## src/gregorian_date_difference_macros.svh

```systemverilog
`ifndef GREGORIAN_DATE_DIFFERENCE_MACROS_SVH
`define GREGORIAN_DATE_DIFFERENCE_MACROS_SVH

// same-cycle implication, held off during reset
`define GDD_ASSERT_NOW(lbl, ante, cons, msg) \
  lbl: assert property (@(posedge clk) disable iff (!rst_n) (ante) |-> (cons)) \
    else $error(msg);

// next-cycle implication, held off during reset
`define GDD_ASSERT_NEXT(lbl, ante, cons, msg) \
  lbl: assert property (@(posedge clk) disable iff (!rst_n) (ante) |=> (cons)) \
    else $error(msg);

`endif

```

## src/gdd_pkg.sv

```systemverilog
package gdd_pkg;

  localparam int unsigned MAX_YEAR = 9999;

  localparam int unsigned DAY_W   = 5;
  localparam int unsigned MONTH_W = 4;
  localparam int unsigned YEAR_W  = 14;
  localparam int unsigned DIFF_W  = 23;

  localparam int unsigned IN_DATA_W  = 48;
  localparam int unsigned OUT_DATA_W = 24;

  // day-number width: (2**YEAR_W) years of at most 366 days fit in 23 bits
  localparam int unsigned DN_W = 23;

  // p / 100 as (p * 5243) >> 19, exact for p below 2**14
  localparam int unsigned RECIP_W     = 13;
  localparam int unsigned RECIP_SHIFT = 19;
  localparam logic [RECIP_W-1:0] RECIP_100 = 13'd5243;
  localparam int unsigned Q100_W = 8;
  localparam int unsigned REM_W  = 7;

  localparam logic [8:0]         DAYS_PER_YEAR = 9'd365;
  localparam logic [6:0]         CENTURY       = 7'd100;
  localparam logic [REM_W-1:0]   CENTURY_LAST  = 7'd99;
  localparam logic [MONTH_W-1:0] MONTH_JAN     = 4'd1;
  localparam logic [MONTH_W-1:0] MONTH_FEB     = 4'd2;
  localparam logic [MONTH_W-1:0] MONTH_DEC     = 4'd12;

  localparam int DIFF_MAX = 4194303;
  localparam int DIFF_MIN = -4194304;

  typedef struct packed {
    logic s1;
    logic s2;
    logic s3;
  } gdd_en_t;

  // days before the first of the month in a common year
  function automatic logic [8:0] month_start(input logic [MONTH_W-1:0] m);
    logic [8:0] v;
    case (m)
      4'd1:    v = 9'd0;
      4'd2:    v = 9'd31;
      4'd3:    v = 9'd59;
      4'd4:    v = 9'd90;
      4'd5:    v = 9'd120;
      4'd6:    v = 9'd151;
      4'd7:    v = 9'd181;
      4'd8:    v = 9'd212;
      4'd9:    v = 9'd243;
      4'd10:   v = 9'd273;
      4'd11:   v = 9'd304;
      4'd12:   v = 9'd334;
      default: v = 9'd0;
    endcase
    return v;
  endfunction

endpackage

```

## src/gregorian_date_difference.sv

```systemverilog
// throughput: one date pair per cycle; each stage stalls only when the one after it is full
// stages: clamp and divide by 100, year and month days, day number, difference
// reset (synchronous, rst_n low) clears the stage valid bits; data registers are not reset
`include "gregorian_date_difference_macros.svh"

module gregorian_date_difference (
  input  logic                                clk,
  input  logic                                rst_n,
  input  logic                                in_tvalid,
  output logic                                in_tready,
  // first_day, first_month, first_year, second_day, second_month, second_year, zero pad
  input  logic [gdd_pkg::IN_DATA_W-1:0]       in_tdata,
  output logic                                out_tvalid,
  input  logic                                out_tready,
  // day_difference, zero pad
  output logic [gdd_pkg::OUT_DATA_W-1:0]      out_tdata
);
  import gdd_pkg::*;

  logic    v1_r, v2_r, v3_r, v4_r;
  logic    en4;
  gdd_en_t en;

  // a stage moves when it is empty or the next one moves
  always_comb begin
    en4   = !v4_r || out_tready;
    en.s3 = !v3_r || en4;
    en.s2 = !v2_r || en.s3;
    en.s1 = !v1_r || en.s2;
  end

  assign in_tready = en.s1;

  always_ff @(posedge clk) begin
    if (!rst_n) begin
      v1_r <= 1'b0;
      v2_r <= 1'b0;
      v3_r <= 1'b0;
      v4_r <= 1'b0;
    end else begin
      if (en.s1) v1_r <= in_tvalid;
      if (en.s2) v2_r <= v1_r;
      if (en.s3) v3_r <= v2_r;
      if (en4)   v4_r <= v3_r;
    end
  end

  logic [DN_W-1:0] first_num, second_num;

  gdd_day_number u_first (
    .clk     (clk),
    .en      (en),
    .day     (in_tdata[4:0]),
    .month   (in_tdata[8:5]),
    .year    (in_tdata[22:9]),
    .day_num (first_num)
  );

  gdd_day_number u_second (
    .clk     (clk),
    .en      (en),
    .day     (in_tdata[27:23]),
    .month   (in_tdata[31:28]),
    .year    (in_tdata[45:32]),
    .day_num (second_num)
  );

  logic signed [DIFF_W-1:0] day_difference;

  gdd_diff u_diff (
    .clk            (clk),
    .en             (en4),
    .first_num      (first_num),
    .second_num     (second_num),
    .day_difference (day_difference)
  );

  assign out_tvalid = v4_r;
  assign out_tdata  = {{(OUT_DATA_W-DIFF_W){1'b0}}, day_difference};

  // input side only stalls with every stage full and the output held
  `GDD_ASSERT_NOW(a_stall_full, !in_tready, v1_r && v2_r && v3_r && out_tvalid && !out_tready, "input stalled while pipeline has room")
  // a new result only appears from a valid third stage
  `GDD_ASSERT_NOW(a_rise_src, $rose(out_tvalid), $past(v3_r), "result appeared without a source item")
  // an accepted pair always lands in the first stage
  `GDD_ASSERT_NEXT(a_accept_v1, in_tvalid && in_tready, v1_r, "accepted pair lost at stage one")

endmodule

```

## src/gdd_day_number.sv

```systemverilog
module gdd_day_number (
  input  logic                         clk,
  input  gdd_pkg::gdd_en_t             en,
  input  logic [gdd_pkg::DAY_W-1:0]    day,
  input  logic [gdd_pkg::MONTH_W-1:0]  month,
  input  logic [gdd_pkg::YEAR_W-1:0]   year,
  output logic [gdd_pkg::DN_W-1:0]     day_num
);
  import gdd_pkg::*;

  // stage 1: clamp, p = year - 1, p / 100
  logic [YEAR_W-1:0]           year_c;
  logic [MONTH_W-1:0]          month_c;
  logic [YEAR_W+RECIP_W-1:0]   prod;
  logic [YEAR_W-1:0]           p_nxt, p_r;
  logic [Q100_W-1:0]           q100_nxt, q100_r;
  logic [MONTH_W-1:0]          m_r;
  logic [DAY_W-1:0]            d_r;

  always_comb begin
    if (year == '0) begin
      year_c = YEAR_W'(1);
    end else if (32'(year) > MAX_YEAR) begin
      year_c = YEAR_W'(MAX_YEAR);
    end else begin
      year_c = year;
    end
    if (month == '0) begin
      month_c = MONTH_JAN;
    end else if (month inside {[4'd13:4'd15]}) begin
      month_c = MONTH_DEC;
    end else begin
      month_c = month;
    end
    p_nxt    = year_c - YEAR_W'(1);
    prod     = (YEAR_W+RECIP_W)'(p_nxt) * (YEAR_W+RECIP_W)'(RECIP_100);
    q100_nxt = prod[RECIP_SHIFT +: Q100_W];
  end

  always_ff @(posedge clk) begin
    if (en.s1) begin
      p_r    <= p_nxt;
      q100_r <= q100_nxt;
      m_r    <= month_c;
      d_r    <= day;
    end
  end

  // stage 2: whole-year days, leap flag and day of year
  logic [DN_W-1:0]   yd_nxt, yd_r;
  logic [YEAR_W-1:0] hund;
  logic [REM_W-1:0]  rem;
  logic              leap;
  logic [8:0]        mo_nxt, mo_r;

  always_comb begin
    yd_nxt = DN_W'(p_r) * DN_W'(DAYS_PER_YEAR) + DN_W'(p_r >> 2)
             - DN_W'(q100_r) + DN_W'(q100_r >> 2);
    hund   = YEAR_W'(q100_r) * YEAR_W'(CENTURY);
    rem    = REM_W'(p_r - hund);
    // year = p + 1: divisible by 4 when p ends in 3, a century when p % 100 is 99
    leap   = (p_r[1:0] == 2'd3) && ((rem != CENTURY_LAST) || (q100_r[1:0] == 2'd3));
    // day minus one is left out: it cancels in the difference
    mo_nxt = month_start(m_r) + 9'(leap && (m_r > MONTH_FEB)) + 9'(d_r);
  end

  always_ff @(posedge clk) begin
    if (en.s2) begin
      yd_r <= yd_nxt;
      mo_r <= mo_nxt;
    end
  end

  // stage 3: sum
  logic [DN_W-1:0] dn_r;

  always_ff @(posedge clk) begin
    if (en.s3) begin
      dn_r <= yd_r + DN_W'(mo_r);
    end
  end

  assign day_num = dn_r;

endmodule

```

## src/gdd_diff.sv

```systemverilog
module gdd_diff (
  input  logic                        clk,
  input  logic                        en,
  input  logic [gdd_pkg::DN_W-1:0]    first_num,
  input  logic [gdd_pkg::DN_W-1:0]    second_num,
  output logic signed [gdd_pkg::DIFF_W-1:0] day_difference
);
  import gdd_pkg::*;

  logic signed [DN_W:0]       diff;
  logic signed [DIFF_W-1:0]   diff_nxt, diff_r;

  always_comb begin
    diff = $signed({1'b0, second_num}) - $signed({1'b0, first_num});
    if (diff > (DN_W+1)'(DIFF_MAX)) begin
      diff_nxt = DIFF_W'(DIFF_MAX);
    end else if (diff < (DN_W+1)'(DIFF_MIN)) begin
      diff_nxt = DIFF_W'(DIFF_MIN);
    end else begin
      diff_nxt = DIFF_W'(diff);
    end
  end

  always_ff @(posedge clk) begin
    if (en) begin
      diff_r <= diff_nxt;
    end
  end

  assign day_difference = diff_r;

endmodule

```

## config.mk

```make
export PLATFORM = sky130hd
export DESIGN_NAME = gregorian_date_difference
export DESIGN_NICKNAME = d
export VERILOG_FILES = /design/src/gdd_pkg.sv /design/src/gregorian_date_difference.sv /design/src/gdd_day_number.sv /design/src/gdd_diff.sv
export VERILOG_INCLUDE_DIRS = /design/src /design/src/src
export SDC_FILE = /design/constraint.sdc
export NUM_CORES = 1
export LEC_CHECK = 0
export BUFFER_PORTS_ARGS = -buffer_cell sky130_fd_sc_hd__buf_2
export CAP_MARGIN = 40
export CELL_PAD_IN_SITES_DETAIL_PLACEMENT = 1
export CELL_PAD_IN_SITES_GLOBAL_PLACEMENT = 2
export CORE_MARGIN = 2
export CORE_UTILIZATION = 45
export CTS_BUF_LIST = sky130_fd_sc_hd__clkbuf_8
export CTS_CLUSTER_SIZE = 30
export DETAILED_ROUTE_END_ITERATION = 16
export PLACE_DENSITY_LB_ADDON = 0.1
export SETUP_SLACK_MARGIN = 0.4
export SYNTH_ARGS = -nofsm -noshare
export SYNTH_HDL_FRONTEND = slang
export SYNTH_HIERARCHICAL = 1
export SYNTH_SLANG_ARGS = --single-unit
```

## constraint.sdc

```tcl
create_clock -name clk -period 24.7 [get_ports clk]
set_input_delay 6.175 -clock clk [delete_from_list [all_inputs] [get_ports clk]]
set_output_delay 6.175 -clock clk [all_outputs]
set_load 0.005 [all_outputs]
```

# Word-level counts from Yosys, hierarchy flattened
# Memories as Yosys holds them, arrays and structs flattened.
# Cells that the tools add are included.
[word_totals]
mem_count = 2
elab_cells = 91
romBits = 288
out_inout_bits = 26
input_bits = 52
register_bits = 199
[classes]
eq_ne = 6
add_sub_neg = 17
mul = 6
n_lt_le_gt_ge = 10
n_reduce_logical = 22
muxes = 7
[memory_table]
columns = ["memory", "depth", "width", "read_ports", "rd_ports_with_merged_regs", "wr", "line", "rtl"]
rows = [
  ["(name not given)", 16, 9, 1, 0, 0, "gdd_pkg.sv:42", "case (m)"],
  ["(name not given)", 16, 9, 1, 0, 0, "gdd_pkg.sv:42", ""],
]
[ops]
columns = ["operator", "n"]
rows = [
  ["$mux 14", 4],
  ["$mul 14x13->27 const B", 2],
  ["$add 23x12->23", 2],
  ["$add 23x6->23", 2],
  ["$add 23x9->23", 2],
  ["$mul 14x9->23 const B", 2],
  ["$sub 23x8->23", 2],
  ["$gt 14x14->1 const B", 2],
  ["$logic_not 14->1", 2],
  ["$sub 14x1->14 const B", 2],
  ["$gt 24x23->1 const B", 1],
  ["$lt 24x23->1 const B", 1],
  ["$sub 23x23->24", 1],
  ["$mux 23", 1],
  ["$add 9x1->9", 2],
  ["$add 9x5->9", 2],
  ["$mul 8x5->5 const B", 2],
  ["$ne 7x7->1 const B", 2],
  ["$sub 7x7->7", 2],
  ["$eq 2x2->1 const B", 4],
  ["$ge 4x4->1 const B", 2],
  ["$gt 4x2->1 const B", 2],
  ["$le 4x4->1 const B", 2],
  ["$logic_not 4->1", 2],
  ["5 further kinds", 20],
]

# Longest topological paths before layout
# Gate-level depths: netlist (run 1).
[logic_depth]
ltp_word = 8
mapped_depth = 35
mapped_depth_nobuf = 32

# By module
# The synthesis (run 1) kept the hierarchy.
[by_module_without_submodules]
columns = ["mod", "seq_area_each_um2", "cells_each", "instances", "area_each_um2"]
rows = [
  ["gdd_day_number (u_first)", 2582.5, 1077, 1, 11514.8],
  ["gdd_day_number (u_second)", 2582.5, 1063, 1, 11320.9],
  ["gdd_diff", 690.7, 249, 1, 2237.1],
  ["gregorian_date_difference", 80.1, 19, 1, 175.2],
]

# Least setup slack after synthesis (run 1)
# No wires, ideal clock.
[synth_path]
path_type = "input port to output port"
from = "input out_tready"
to = "output in_tready"
t_required_ns = 18.525
slack_ns = 10.760
n_path_buf = 0
arrival_time_ns = 7.765
path_stages = 2
cell_sequence = "and4b_2 > nand2_1"
[synth_via]
elab_chain_cells = 4
[synth_rtl]
columns = ["element", "line", "rtl"]
rows = [
  ["start: declaration", "gregorian_date_difference.sv:14", "input logic out_tready,"],
  ["$logic_or 1x1->1", "gregorian_date_difference.sv:26", "en4 = !v4_r || out_tready;"],
  ["$logic_or 1x1->1", "gregorian_date_difference.sv:27", "en.s3 = !v3_r || en4;"],
  ["$logic_or 1x1->1", "gregorian_date_difference.sv:28", "en.s2 = !v2_r || en.s3;"],
  ["$logic_or 1x1->1", "gregorian_date_difference.sv:29", "en.s1 = !v1_r || en.s2;"],
  ["end: declaration", "gregorian_date_difference.sv:10", "output logic in_tready,"],
]
# No other way between the ends.

# Final worst setup path (run 1)
[layout_path]
from = "input in_tdata[39] in the netlist's numbering"
to = "register u_second.q100_r[7] (data pin)"
[layout_via]
elab_chain_cells = 5
word_cells_on_any_way = 6
cone_classes = "add/sub: 1; mul: 1; order compare: 1; mux: 2; reduce/logical: 1"
[layout_rtl]
columns = ["element", "line", "rtl"]
rows = [
  ["start: declaration", "gregorian_date_difference.sv:12", "input logic [gdd_pkg::IN_DATA_W-1:0] in_tdata,"],
  ["$gt 14x14->1", "gdd_day_number.sv:23", "end else if (32'(year) > MAX_YEAR) begin"],
  ["$mux 14", "gdd_day_number.sv:23", ""],
  ["$mux 14 (*)", "gdd_day_number.sv:21", "if (year == '0) begin"],
  ["$sub 14x1->14 (*)", "gdd_day_number.sv:35", "p_nxt = year_c - YEAR_W'(1);"],
  ["named net u_second.p_nxt[0]", "gdd_day_number.sv:15", "logic [YEAR_W-1:0] p_nxt, p_r;"],
  ["$mul 14x13->27 (*)", "gdd_day_number.sv:36", "prod = (YEAR_W+RECIP_W)'(p_nxt) * (YEAR_W+RECIP_W)'(RECIP_100);"],
  ["named net u_second.prod[26]", "gdd_day_number.sv:14", "logic [YEAR_W+RECIP_W-1:0] prod;"],
  ["end signal: assignment", "gdd_day_number.sv:43", "q100_r <= q100_nxt;"],
  ["end: declaration", "gdd_day_number.sv:16", "logic [Q100_W-1:0] q100_nxt, q100_r;"],
]
# The timed path passes the listed nets; every way through them passes the cells marked *.
# A chain may end at the register's enable or synchronous reset.

==> flow_summary.toml, run 1 <==
[status]
status = "completed"

[clocking]
ctsLongestPathBuffers = 2
worstSkewPairLatency_ps = 570
cts_made_buffers = 17
cts.sinks = 199
ctsHtreeMaxLevel = 4
ctsResizeCount = 0
path_clk_slew_ps = 110
cts_tree = "done"
cts_setup_buffers = 0
hold_buffers = 0
cts-root-buf = "clkbuf_8"

[die]
rows = 86
coreArea_um2 = 55300
dieArea_um2 = 58000
die_x_um = 241
die_y_um = 241
ioPinCount = 78
start_util_pct = 45.6

[yosys]
synth_area_per_cell_um2 = 10.5
synth-seq-cells = 199
synth_common_cells = "inv_1, ha_1, fa_1, edfxtp_1, xnor2_1"
postSynthCellCount = 2408
synthTopCellsByArea = "edfxtp_1, fa_1, ha_1"
syn_area_um2 = 25200
synth_top_area_share_pct = 23.2
yosys.area.top_type = "edfxtp_1"
syn_nets = 3186
yosysSeqAreaShare_pct = 23.5
yosysMostFrequentCell = "inv_1"
yosysUniqueCellTypes = 96
async_reset_ff_share_pct = 0
synth_flop_cell = "edfxtp_1"
synth_edf_count = 195
ys_warn_count = 6

[drt]
ant_nets = 0
first_pass_iters = 4
wire_per_inst_um = 16.7
vias_per_cell = 5.03
via_count = 16300
drt-initial-drc-count = 416
post-route-drc-count = 0
routed_wl_mm = 54.3

[sta]
fin_tns_setup_ps = 0
fin_crit_sh_pct = 57.0
final-hold-violation-count = 0
setup_slack_ps = 10620
grt_setup_unrepaired = "false"
hold_ws_ps = 483
setup_viol = 0
final_max_slew_viol_count = 0
slew_headroom_pct = 42.8
min_period_ps = 14080
fin_skew_ps = 18.5
tightest_slew_ps = 857
fmax_ghz = 0.0710

[setup_path]
critPathLaunchType = "primary input"
crit_arrival_ps = 14490
cpPeakStageDelay_ps = 570
crit_fanout = 12
slowest_stage = "nor2_1"
cp-end-kind = "register"
crit_path_start = "in_tdata[39]"
critical_path_class = "in -> reg"
cpLargestDelayFamily = "simple AND/OR/NAND/NOR gates"
cpMostUsedCell = "fa_1"
crit_required_ps = 25100
cp.buffers_inverters = 4
rr_startpoint = "u_second/p_r[5]"

[place]
dp_slack_ps = 9930
numPortBuffers = 74
detailed_place_hpwl_mm = 47.1
gp_congestion = 0.828

[min_path]
min_path_type = "reg -> reg"
min_from = "v2_r"

[cells_and_area]
area_growth_pct = 6.33
fin_nets = 3256
drive_gt1_share_pct = 6.95

[grt]
first_global_vias = 18100
track_usage_pct = 20.1
grt_pass1_wl_mm = 90.9
antenna_found_initial = 3
overflow = 0
grt_max_degree = 66

[run]
drv_cap = 0
-- flip-flops by register name, indices dropped and copies added, names as in the netlist, 9 cells and up --
| name | flops |
|---|---|
| u_second/yd_r | 23 |
| u_second/mo_r | 9 |
| u_first/yd_r | 23 |
| u_first/mo_r | 9 |
| u_second/day_num | 23 |
| u_diff/day_difference | 23 |
| u_first/p_r | 14 |
| u_first/day_num | 23 |
| u_second/p_r | 14 |
-- path summary, 6_finish.rpt --
kind	endpoint	slack, ps	cells after the start
setup / recovery	u_second/q100_r[7]	10620	29
hold / removal	v3_r	480	1
setup reg to reg	u_second/yd_r[21]	18900	18
hold reg to reg	v3_r	480	1
-- cells in the final DEF (no fill, tap or decap), drive strengths merged, types with 9 or more instances in the layout --
cell      n
and2     11
nor4      9
nand2    69
inv     588
nand3    42
nor3     23
a211oi   11
nor2     97
clkinv    9
fa      283
o21ai    63
nor2b    16
nand4    10
xor2     61
edfxtp  195
a21o     45
a21oi   105
xnor2   107
o21a     18
a31oi    10
and3     16
buf      86
ha      443
clkbuf   17
o21bai   13
mux2i    10
nand2b   11
-- final cells by class --
class | count | area (µm²)
tap | 748 | 936
multi-input combinational | 1590 | 17000
clock buffer | 17 | 234
inverter | 584 | 2190
clock inverter | 15 | 121
fill | 6164 | 28500
antenna | 1 | 2.50
timing repair buffer | 86 | 470
sequential | 199 | 5940
-- metal layers --
| layer | GRT usage, % | wire (µm) |
|---|---|---|
| met4 | 5.67 | 1030 |
| met2 | 35.2 | 26700 |
| met5 | 0 | 12 |
| met1 | 26.1 | 25500 |
| met3 | 2.39 | 962 |
-- worst reg2reg max path: stages (launching register included) --
cell      delay, ps
edfxtp_1        660
inv_1           170
ha_1            360
inv_1            70
fa_1            500
fa_1            560
inv_1            60
fa_1            530
inv_1            60
fa_1            470
ha_1            400
a21o_1          190
a21o_1          170
a21o_1          180
a21oi_1         140
o211ai_1        130
a31o_2          300
a31o_2          270
a221o_1         340
-- cells by family after synthesis --
logic type | after synthesis | synth area share (%)
flip-flops | 199 | 23.5
XOR/XNOR | 168 | 5.90
AO/OA/AOI/OAI | 342 | 9.26
buffers and inverters | 619 | 9.37
AND/OR/NAND/NOR | 336 | 6.77
multiplexers | 13 | 0.619
other | 1 | 0.0149
adder cells (fa/ha/maj) | 730 | 44.6
-- through the flow --
| step | util, % | cells | area (µm²) |
|---|---|---|---|
| after global placement | 47.8 | 3203 | 26400 |
| after floorplan | - | 2408 | 25200 |
| final | 48.5 | 3240 | 26800 |
| after detailed placement | 47.9 | 3207 | 26500 |
| after CTS | 48.5 | 3239 | 26800 |
| after global routing | 48.5 | 3240 | 26800 |
Power of run 1 is not shown: default switching activity piles up to over one toggle a cycle in this logic, so the estimate is an artifact.
==> run 2, diff against run 1 <==
--- a/config.mk
+++ b/config.mk
@@ -11,7 +11,7 @@
 export CELL_PAD_IN_SITES_DETAIL_PLACEMENT = 1
 export CELL_PAD_IN_SITES_GLOBAL_PLACEMENT = 2
 export CORE_MARGIN = 2
-export CORE_UTILIZATION = 45
+export CORE_UTILIZATION = 40
 export CTS_BUF_LIST = sky130_fd_sc_hd__clkbuf_8
 export CTS_CLUSTER_SIZE = 30
 export DETAILED_ROUTE_END_ITERATION = 16
==> constraint.sdc (replaced) <==
create_clock -name clk -period 11.6 [get_ports clk]
set_input_delay 2.9 -clock clk [delete_from_list [all_inputs] [get_ports clk]]
set_output_delay 2.9 -clock clk [all_outputs]
set_load 0.005 [all_outputs]
==> run 2 against run 1 <==
Against the previous run:
- clock-buffer cell count stayed put
- non-clock buffer count is 9 higher
- highest routed layer is now met4
- final cell count is 3.3% higher
- sequential share of layout area is 0.18 points lower
- global-route usage is 1.9 points lower
- die area is 12% higher
- flip-flop and latch count stayed put
- core utilization is 5.4 points lower
- wire length is 2.2% higher
- hold slack better by 14 ps
==> flow_summary.toml, run 2 (synthesized netlist as in run 1, its figures left out) <==
[drt]
vias_per_cell = 4.85
first_pass_iters = 4
post-route-drc-count = 0
drt-initial-drc-count = 454
routed_wl_mm = 55.4
ant_nets = 0
via_count = 16200
wire_per_inst_um = 16.6

[clocking]
cts-root-buf = "clkbuf_8"
path_clk_slew_ps = 110
ctsLongestPathBuffers = 2
cts_tree = "done"
cts_setup_buffers = 0
cts_made_buffers = 17
ctsResizeCount = 0
cts.sinks = 199
ctsHtreeMaxLevel = 4
hold_buffers = 0
worstSkewPairLatency_ps = 570

[die]
die_y_um = 255
rows = 92
coreArea_um2 = 62700
dieArea_um2 = 65100
ioPinCount = 78
die_x_um = 255
start_util_pct = 40.2

[cells_and_area]
mostFrequentLayoutCell = "inv_1"
mostFrequentLayoutCells = "inv_1, ha_1, fa_1, edfxtp_1, xnor2_1"
fin_nets = 3265
fin_area_um2 = 27100
area_growth_pct = 7.20
drive_gt1_share_pct = 7.32

[status]
status = "completed"

[sta]
fmax_ghz = 0.0967
min_period_ps = 10340
slew_headroom_pct = 43.9
final-hold-violation-count = 0
grt_setup_unrepaired = "false"
tightest_slew_ps = 841
setup_viol = 0
fin_crit_sh_pct = 89.1
fin_tns_setup_ps = 0
final_max_slew_viol_count = 0
fin_skew_ps = 26.0

[grt]
antenna_found_initial = 1
grt_pass1_wl_mm = 92.8
grt_max_degree = 66
track_usage_pct = 18.2
first_global_vias = 18100
overflow = 0

[setup_path]
crit_fanout = 7
critPathLaunchType = "primary input"
critical_path_class = "in -> reg"
cpPeakStageDelay_ps = 560
slowest_stage = "fa_1"
cpMostUsedCell = "fa_1"
crit_arrival_ps = 10760
cp-end-kind = "register"
crit_required_ps = 12020

[place]
detailed_place_hpwl_mm = 48.4
placed_area_um2 = 26700
numPortBuffers = 74
gp_congestion = 0.808

[min_path]
min_path_type = "reg -> reg"

[run]
drv_cap = 0
==> run 2: cell count changes in the layout (fill, tap and decap cells not counted), sizes merged <==
cell,before,now
inv,588,590
clkinv,9,5
buf,86,95
diode,1,2
bufinv,0,1
==> run 2: metal layers <==
metal | GRT usage (%) | wire length, µm | up-vias
met5 | 0 | 0 | -
met4 | 3.29 | 466 | 0
met1 | 24.1 | 26600 | 8088
li1 | - | - | 8041
met2 | 32.1 | 27600 | 97
met3 | 2.12 | 845 | 22
==> run 2: cell type report <==
class	count	area, µm²
fillers	7005	35700
inverters	584	2190
well taps	846	1060
clock inverters	14	148
diodes	2	5.00
repair buffers	95	538
clock buffers	17	234
flip-flops and latches	199	5940
multi-input cells	1590	17000
==> run 2: stage by stage <==
stage,setup slack (ps),hold slack [ps],util (%),std cells
5_1_grt,602,521,43.1,3347
2_1_floorplan,1450,433,-,2408
4_1_cts,1190,500,43.1,3345
6_report,1260,497,43.1,3347
3_5_place_dp,568,471,42.5,3314
3_3_place_gp,715,440,42.5,3312
==> run 2: path summary, 6_finish.rpt <==
kind,start,endpoint,slack [ps],depth (start not counted)
max,in_tdata[43],u_second/q100_r[7],1260,29
min,v2_r,v3_r,500,1
max reg2reg,u_first/p_r[5],u_first/yd_r[21],5860,18
min reg2reg,v2_r,v3_r,500,1
==> run 2: worst max-delay path: cells and delay by family <==
family          cells  cell delay [ps]
simple gates       11             2980
fa+ha+maj           7             3040
buf+inv             4              520
compound gates      6             1170
xor+xnor            1              150
Power of run 2 is left out for the same reason.
